[config.mk]
export PLATFORM = sky130hd
export DESIGN_NAME = self_id_packet_parser_top
export DESIGN_NICKNAME = d
export VERILOG_FILES = /design/src/rtl/sip_pkg.sv /design/src/rtl/self_id_packet_parser_top.sv /design/src/rtl/sip_in_stage.sv /design/src/rtl/sip_check.sv /design/src/rtl/sip_out_stage.sv
export SDC_FILE = /design/constraint.sdc
export NUM_CORES = 1
export LEC_CHECK = 0
export ABC_AREA = 1
export BUFFER_PORTS_ARGS = -buffer_cell sky130_fd_sc_hd__buf_2
export CAP_MARGIN = 40
export CORE_MARGIN = 4
export CORE_UTILIZATION = 60
export DETAILED_ROUTE_END_ITERATION = 12
export PLACE_DENSITY_LB_ADDON = 0.25
export SYNTH_ARGS = -nofsm -noshare
export SYNTH_HDL_FRONTEND = slang
export SYNTH_SLANG_ARGS = --single-unit
[constraint.sdc]
create_clock -name i_clk -period 20.2 [get_ports i_clk]
set_input_delay 6.06 -clock i_clk [delete_from_list [all_inputs] [get_ports i_clk]]
set_output_delay 6.06 -clock i_clk [all_outputs]
set_load 0.01 [all_outputs]
[src/rtl/sip_pkg.sv]
// Package for the self-ID packet parser: field positions, status codes,
// and the request and result types used across the parser and its checker.
// No dependencies.
package sip_pkg;

    localparam int MAX_NODES         = 63;
    localparam int MORE_PACKETS_USED = 3;
    localparam int NODE_W            = 6;

    localparam logic [1:0] SELF_ID_TAG = 2'd2;

    localparam int TAG_LO   = 30;
    localparam int ID_LO    = 24;
    localparam int MORE_BIT = 23;
    localparam int LINK_BIT = 22;
    localparam int SEQ_LO   = 20;
    localparam int SPD_LO   = 14;
    localparam int CONT_BIT = 11;
    localparam int IRST_BIT = 1;
    localparam int NEXT_BIT = 0;

    localparam logic [3:0] INIT_PORT_COUNT = 4'd3;
    localparam logic [3:0] MORE_PORT_COUNT = 4'd8;
    localparam logic [4:0] MORE_PORT_FIRST = 5'd3;

    typedef enum logic [1:0] {
        ST_INITIAL      = 2'd0,
        ST_MORE_USED    = 2'd1,
        ST_MORE_IGNORED = 2'd2,
        ST_ERROR        = 2'd3
    } t_status;

    typedef struct packed {
        logic [31:0] self_id_word;
        logic        final_word;
    } t_request;

    typedef struct packed {
        t_status               status;
        logic [NODE_W-1:0]     node_id;
        logic                  link_active;
        logic                  contender;
        logic [1:0]            phy_speed;
        logic                  initiated_reset;
        logic [4:0]            port_base;
        logic [3:0]            port_count;
        logic [15:0]           port_states;
        logic [MAX_NODES-1:0]  link_mask;
        logic [MAX_NODES-1:0]  contender_mask;
        logic [NODE_W-1:0]     node_count;
    } t_result;

endpackage

[src/rtl/self_id_packet_parser_top.sv]
// Top level of the self-ID packet parser.
// Depends on sip_pkg, sip_in_stage, sip_check and sip_out_stage.
//
// Input channel: i_in_valid / o_in_ready carry one self-ID quadlet
// (i_self_id_word) and i_final_word, which marks the last quadlet of a map.
// Result channel: o_res_valid / i_res_ready carry one result per quadlet:
// status, node id, the fields of an initial or continuation packet, and
// the running link and contender masks with the node count.
// A request held in the input register is checked combinationally and its
// result is loaded into the result register once that register is free.
// Throughput: one quadlet per cycle while the receiver takes results, set by
// the single check stage between the input register and the result register.
// A result waiting on a stalled receiver does not block the input register
// from taking the next request; with both registers full, o_in_ready drops
// until the receiver takes the result.
// An error is sticky for the rest of the map; the final quadlet returns
// the map state to zero after its result is formed.
// Reset (i_rst_n low, synchronous) empties both registers and clears the
// map state.
module self_id_packet_parser_top (
    input  logic        i_clk,
    input  logic        i_rst_n,
    input  logic        i_in_valid,
    output logic        o_in_ready,
    input  logic [31:0] i_self_id_word,
    input  logic        i_final_word,
    output logic        o_res_valid,
    input  logic        i_res_ready,
    output logic [1:0]  o_status,
    output logic [5:0]  o_node_id,
    output logic        o_link_active,
    output logic        o_contender,
    output logic [1:0]  o_phy_speed,
    output logic        o_initiated_reset,
    output logic [4:0]  o_port_base,
    output logic [3:0]  o_port_count,
    output logic [15:0] o_port_states,
    output logic [62:0] o_link_mask,
    output logic [62:0] o_contender_mask,
    output logic [5:0]  o_node_count
);

    sip_pkg::t_request in_req;
    sip_pkg::t_request held_req;
    sip_pkg::t_result  chk_res;
    sip_pkg::t_result  out_res;
    logic              held_valid;
    logic              out_free;
    logic              adv;

    assign in_req.self_id_word = i_self_id_word;
    assign in_req.final_word   = i_final_word;
    assign adv = held_valid && out_free;

    sip_in_stage u_in (
        .i_clk   (i_clk),
        .i_rst_n (i_rst_n),
        .i_valid (i_in_valid),
        .i_req   (in_req),
        .i_adv   (adv),
        .o_ready (o_in_ready),
        .o_valid (held_valid),
        .o_req   (held_req)
    );

    sip_check u_check (
        .i_clk   (i_clk),
        .i_rst_n (i_rst_n),
        .i_adv   (adv),
        .i_req   (held_req),
        .o_res   (chk_res)
    );

    sip_out_stage u_out (
        .i_clk   (i_clk),
        .i_rst_n (i_rst_n),
        .i_load  (adv),
        .i_res   (chk_res),
        .i_ready (i_res_ready),
        .o_free  (out_free),
        .o_valid (o_res_valid),
        .o_res   (out_res)
    );

    assign o_status          = out_res.status;
    assign o_node_id         = out_res.node_id;
    assign o_link_active     = out_res.link_active;
    assign o_contender       = out_res.contender;
    assign o_phy_speed       = out_res.phy_speed;
    assign o_initiated_reset = out_res.initiated_reset;
    assign o_port_base       = out_res.port_base;
    assign o_port_count      = out_res.port_count;
    assign o_port_states     = out_res.port_states;
    assign o_link_mask       = out_res.link_mask;
    assign o_contender_mask  = out_res.contender_mask;
    assign o_node_count      = out_res.node_count;

endmodule

[src/rtl/sip_in_stage.sv]
// Input register of the self-ID packet parser: holds one request.
// Depends on sip_pkg.
module sip_in_stage (
    input  logic              i_clk,
    input  logic              i_rst_n,
    input  logic              i_valid,
    input  sip_pkg::t_request i_req,
    input  logic              i_adv,
    output logic              o_ready,
    output logic              o_valid,
    output sip_pkg::t_request o_req
);

    logic              r_valid;
    sip_pkg::t_request r_req;

    assign o_ready = !r_valid || i_adv;
    assign o_valid = r_valid;
    assign o_req   = r_req;

    always_ff @(posedge i_clk) begin
        if (!i_rst_n) begin
            r_valid <= 1'b0;
        end else if (o_ready) begin
            r_valid <= i_valid;
        end
        if (o_ready && i_valid) begin
            r_req <= i_req;
        end
    end

endmodule

[src/rtl/sip_check.sv]
// Self-ID quadlet check: map state, packet validation and result forming.
// Depends on sip_pkg.
module sip_check (
    input  logic              i_clk,
    input  logic              i_rst_n,
    input  logic              i_adv,
    input  sip_pkg::t_request i_req,
    output sip_pkg::t_result  o_res
);

    logic [sip_pkg::NODE_W-1:0]    r_next_node;
    logic                          r_more_expected;
    logic [3:0]                    r_more_sequence;
    logic                          r_error_seen;
    logic [sip_pkg::MAX_NODES-1:0] r_link_bits;
    logic [sip_pkg::MAX_NODES-1:0] r_contender_bits;

    logic [sip_pkg::NODE_W-1:0]    n_next_node;
    logic                          n_more_expected;
    logic [3:0]                    n_more_sequence;
    logic                          n_error_seen;
    logic [sip_pkg::MAX_NODES-1:0] n_link_bits;
    logic [sip_pkg::MAX_NODES-1:0] n_contender_bits;

    logic [31:0]                w;
    logic [1:0]                 tag;
    logic [sip_pkg::NODE_W-1:0] id;
    logic [2:0]                 seq;
    logic                       more_flag;
    logic                       more_ok;
    logic                       init_ok;
    logic [sip_pkg::MAX_NODES-1:0] id_bit;

    assign w         = i_req.self_id_word;
    assign tag       = w[sip_pkg::TAG_LO +: 2];
    assign id        = w[sip_pkg::ID_LO +: sip_pkg::NODE_W];
    assign seq       = w[sip_pkg::SEQ_LO +: 3];
    assign more_flag = w[sip_pkg::MORE_BIT];
    assign id_bit    = sip_pkg::MAX_NODES'(1) << id;

    assign more_ok = more_flag && r_more_expected && (r_next_node != '0)
                     && (id == r_next_node - sip_pkg::NODE_W'(1))
                     && ({1'b0, seq} == r_more_sequence);
    assign init_ok = (tag == sip_pkg::SELF_ID_TAG) && !more_flag
                     && (id == r_next_node)
                     && (r_next_node < sip_pkg::NODE_W'(sip_pkg::MAX_NODES));

    always_comb begin
        n_next_node      = r_next_node;
        n_more_expected  = r_more_expected;
        n_more_sequence  = r_more_sequence;
        n_error_seen     = r_error_seen;
        n_link_bits      = r_link_bits;
        n_contender_bits = r_contender_bits;

        o_res                 = '0;
        o_res.node_id         = id;
        o_res.status          = sip_pkg::ST_ERROR;

        if (r_error_seen) begin
            o_res.status = sip_pkg::ST_ERROR;
        end else if (more_ok) begin
            if (seq < 3'(sip_pkg::MORE_PACKETS_USED)) begin
                o_res.status      = sip_pkg::ST_MORE_USED;
                o_res.port_base   = sip_pkg::MORE_PORT_FIRST + {seq[1:0], 3'b000};
                o_res.port_count  = sip_pkg::MORE_PORT_COUNT;
                o_res.port_states = w[19:4];
            end else begin
                o_res.status = sip_pkg::ST_MORE_IGNORED;
            end
            n_more_sequence = r_more_sequence + 4'd1;
            n_more_expected = w[sip_pkg::NEXT_BIT];
        end else if (init_ok) begin
            o_res.status          = sip_pkg::ST_INITIAL;
            o_res.link_active     = w[sip_pkg::LINK_BIT];
            o_res.contender       = w[sip_pkg::CONT_BIT];
            o_res.phy_speed       = w[sip_pkg::SPD_LO +: 2];
            o_res.initiated_reset = w[sip_pkg::IRST_BIT];
            o_res.port_count      = sip_pkg::INIT_PORT_COUNT;
            o_res.port_states     = {10'd0, w[7:2]};
            if (w[sip_pkg::LINK_BIT]) begin
                n_link_bits = r_link_bits | id_bit;
            end
            if (w[sip_pkg::CONT_BIT]) begin
                n_contender_bits = r_contender_bits | id_bit;
            end
            n_next_node     = r_next_node + sip_pkg::NODE_W'(1);
            n_more_expected = w[sip_pkg::NEXT_BIT];
            n_more_sequence = 4'd0;
        end else begin
            n_error_seen = 1'b1;
        end

        o_res.link_mask      = n_link_bits;
        o_res.contender_mask = n_contender_bits;
        o_res.node_count     = n_next_node;
    end

    always_ff @(posedge i_clk) begin
        if (!i_rst_n || (i_adv && i_req.final_word)) begin
            r_next_node      <= '0;
            r_more_expected  <= 1'b0;
            r_more_sequence  <= '0;
            r_error_seen     <= 1'b0;
            r_link_bits      <= '0;
            r_contender_bits <= '0;
        end else if (i_adv) begin
            r_next_node      <= n_next_node;
            r_more_expected  <= n_more_expected;
            r_more_sequence  <= n_more_sequence;
            r_error_seen     <= n_error_seen;
            r_link_bits      <= n_link_bits;
            r_contender_bits <= n_contender_bits;
        end
    end

endmodule

[src/rtl/sip_out_stage.sv]
// Result register of the self-ID packet parser.
// Depends on sip_pkg.
module sip_out_stage (
    input  logic             i_clk,
    input  logic             i_rst_n,
    input  logic             i_load,
    input  sip_pkg::t_result i_res,
    input  logic             i_ready,
    output logic             o_free,
    output logic             o_valid,
    output sip_pkg::t_result o_res
);

    logic             r_valid;
    sip_pkg::t_result r_res;

    assign o_free  = !r_valid || i_ready;
    assign o_valid = r_valid;
    assign o_res   = r_res;

    always_ff @(posedge i_clk) begin
        if (!i_rst_n) begin
            r_valid <= 1'b0;
        end else if (o_free) begin
            r_valid <= i_load;
        end
        if (i_load) begin
            r_res <= i_res;
        end
    end

endmodule

==> flow_metrics.tcl <==
set metrics [dict create \
    routed_via_density 5.29 \
    via_count 9980 \
    seqPwrFrac_pct 51.7 \
    grt_overflow 0 \
    dr.pass1.iters 5 \
    ant_nets 0 \
    die_h_um 157 \
    postCtsHoldBufs 0 \
    power_w 0.00147 \
    grt_usage_pct 24.0 \
    clk_pin_slew_ns 0.05 \
    io_pins 209 \
    crit_type "input pin to output port" \
    fin_nets 1622 \
    min-delay-path-class "flip-flop to flip-flop" \
    p_per_area_nw_per_um2 93.8 \
    cp_slowest_cell "buf_2" \
    worst_slew_pin_slew_ns 0.792 \
    synthCells 1385 \
    max-slew-margin-rel_pct 47.1 \
    worstPathMaxFanout 3 \
    grt_pass1_wl_um 47000 \
    first_global_vias 9450 \
    fin_setup_tns_ns 0 \
    final_hold_viol_count 0 \
    drc_errors 0 \
    drt_iter0_markers 777 \
    cts_setup_buffers 0 \
    clock_tree.root_cell "clkbuf_16" \
    arrival_ns 6.47 \
    antenna_found_initial 0 \
    internal-power_w 0.00116 \
    cap_violations 0 \
    yosysSeqAreaShare_pct 65.9 \
    p_leak_nw 6.35 \
    start_util_pct 61.0 \
    yosysUniqueCellTypes 32 \
    path_cells "buf_2, inv_1, nand3_1, buf_2" \
    sw_frac_of_total_pct 21.1 \
    syn_avg_cell_area_sq_um 9.62 \
    gp_congestion 0.868 \
    fin_worst_skew_ns 0.00936 \
    clock_latency_ns 0.50 \
    syn_area_sq_um 13300 \
    status "complete, no violations" \
    hold_slack_ns 0.460 \
    cts_made_buffers 34 \
    clockBufferDepth 3 \
    fp-row-count 54 \
    fin_crit_sh_pct 62.0 \
    area_growth_pct 17.7 \
    crit_path_start_kind "input pin" \
    wire_per_inst_um 15.9 \
    diodes 0 \
    power.switching_w 0.000310 \
    ys_ff_latch 339 \
    combinationalPowerShare_pct 5.0 \
    cp.required_ns 14.14 \
    io_buffers 206 \
    fmax_mhz 79.8 \
    grt_max_degree 117 \
    drt-total-wl_um 30100 \
    place_hpwl_um 20000 \
    cts_sinks 339 \
    dieArea_sq_um 24700 \
    rsz0062_at_grt "no" \
    pre_cts_ws_ns 7.68 \
    report.final.slew_viol_count 0 \
    end_kind "output port" \
    setup_viol 0 \
    slowest_delay_ns 0.16 \
    cpMostUsedCell "buf_2" \
    vdd_drop_max_mv 0.0698 \
    cts_tree "built" \
    post_cts_resized 0 \
    setup_ws_ns 7.67 \
    cts_max_level 2 \
    die_w_um 157 \
    core-area_sq_um 21800 \
    synth_warnings 0 \
    drive_above_1_share_pct 16.9 \
    utilization_pct 71.8 \
    fin_crit_ns 12.53 \
    pwr-share-clk_pct 43.3 \
]
## synthesized netlist by cell type
cell type,n,area share [%]
nor2_2,1,0.047
buf_1,1,0.028
conb_1,1,0.028
buf_6,8,0.68
nor2_1,116,3.3
clkbuf_1,34,0.96
o22ai_1,2,0.094
o211ai_1,1,0.056
nor4_1,1,0.047
nand4_1,1,0.047
edfxtp_1,199,45
nand3b_1,2,0.11
nor3_2,1,0.075
nand2_1,341,9.6
buf_4,4,0.23
nand2_2,1,0.047
dfxtp_1,140,21
a21oi_1,137,5.1
clkinv_1,4,0.11
inv_2,1,0.028
xor2_1,4,0.26
nor3_1,11,0.41
nor2_4,2,0.17
o21ai_0,136,5.1
nor2_8,1,0.15
ha_1,4,0.38
xnor2_1,2,0.13
a22o_1,4,0.26
buf_2,9,0.34
inv_1,196,5.5
nand3_1,19,0.71
o21bai_1,1,0.056
## routing by layer
metal | vias to the layer above | part of all wire [%] | global-route usage (%)
li1 | 4887 | - | -
met1 | 4637 | 40 | 31.6
met2 | 380 | 49 | 40.0
met3 | 76 | 7.1 | 3.77
met4 | 0 | 3.5 | 9.95
met5 | - | 0 | 0
## worst max-delay path: cells and delay by family
family                 cells  cell delay (ns)
buffers and inverters      3             0.31
and+or+nand+nor            1             0.10
## final timing paths
path	to	slack [ns]	cells after the start	startpoint
hold / removal	u_check.r_more_sequence[3]$_SDFFE_PP0P_	0.46	2	u_check.r_more_sequence[3]$_SDFFE_PP0P_
hold reg to reg	u_check.r_more_sequence[3]$_SDFFE_PP0P_	0.46	2	u_check.r_more_sequence[3]$_SDFFE_PP0P_
setup reg to reg	u_out.o_res[20]$_DFFE_PP_	16.74	13	u_in.o_req[29]$_DFFE_PP_
setup / recovery	o_in_ready	7.67	4	i_res_ready
## power by group through the flow
stage | Sequential (W) | Clock [W] | Combinational [W]
detailed placement | 0.000775 | 0 | 0.0000730
global placement | 0.000775 | 0 | 0.0000703
global route | 0.000762 | 0.000676 | 0.0000807
finish | 0.000761 | 0.000637 | 0.0000729
CTS | 0.000761 | 0.000645 | 0.0000736
floorplan | 0.000785 | 0 | 0.0000345
## sequential cells by signal, summed over array words and instances, names as in the netlist
name	flops
u_check.r_next_node	6
u_check.r_more_expected	1
u_in.o_valid	1
u_in.o_req	33
u_check.r_error_seen	1
u_out.o_res	166
u_check.r_more_sequence	4
u_out.o_valid	1
u_check.r_contender_bits	63
u_check.r_link_bits	63
## placed cells by master (no fill, tap or decap), types with 4 or more instances in the layout
master,netlist,final
a22o_1,4,4
clkbuf_8,0,4
buf_2,9,206
edfxtp_1,199,199
clkbuf_16,0,37
nor2_1,116,116
nand2_1,341,341
clkbuf_1,34,9
buf_4,4,6
a21oi_1,137,137
xor2_1,4,4
clkinv_1,4,8
o21ai_0,136,136
nand3_1,19,19
inv_1,196,195
nor3_1,11,11
dfxtp_1,140,140
ha_1,4,4
## layout make-up
type,count,area [sq um]
clock inverter,12,131
fill,1599,6150
tap,280,350
multi-input combinational,790,3500
sequential,339,8780
clock buffer,50,1010
timing repair buffer,215,1140
inverter,201,762
## per-stage QoR
| step | cell area [sq um] | cells |
|---|---|---|
| 6_report | 15700 | 1887 |
| 5_1_grt | 15700 | 1887 |
| 4_1_cts | 15700 | 1887 |
| 3_5_place_dp | 14500 | 1825 |
| 3_3_place_gp | 14500 | 1822 |
| 2_1_floorplan | 13300 | 1386 |
## cell families (layout without fill, tap and decap cells)
logic type,count (synthesis),after routing,share of synthesized area [%]
compound gates,281,281,10.7
xor+xnor,6,6,0.394
other cells,1,2,0.0281
flops,339,339,65.9
fa+ha+maj,4,4,0.376
simple gates,497,497,14.7
buf+inv,257,478,7.89
Power figures use the tool's default switching activity.
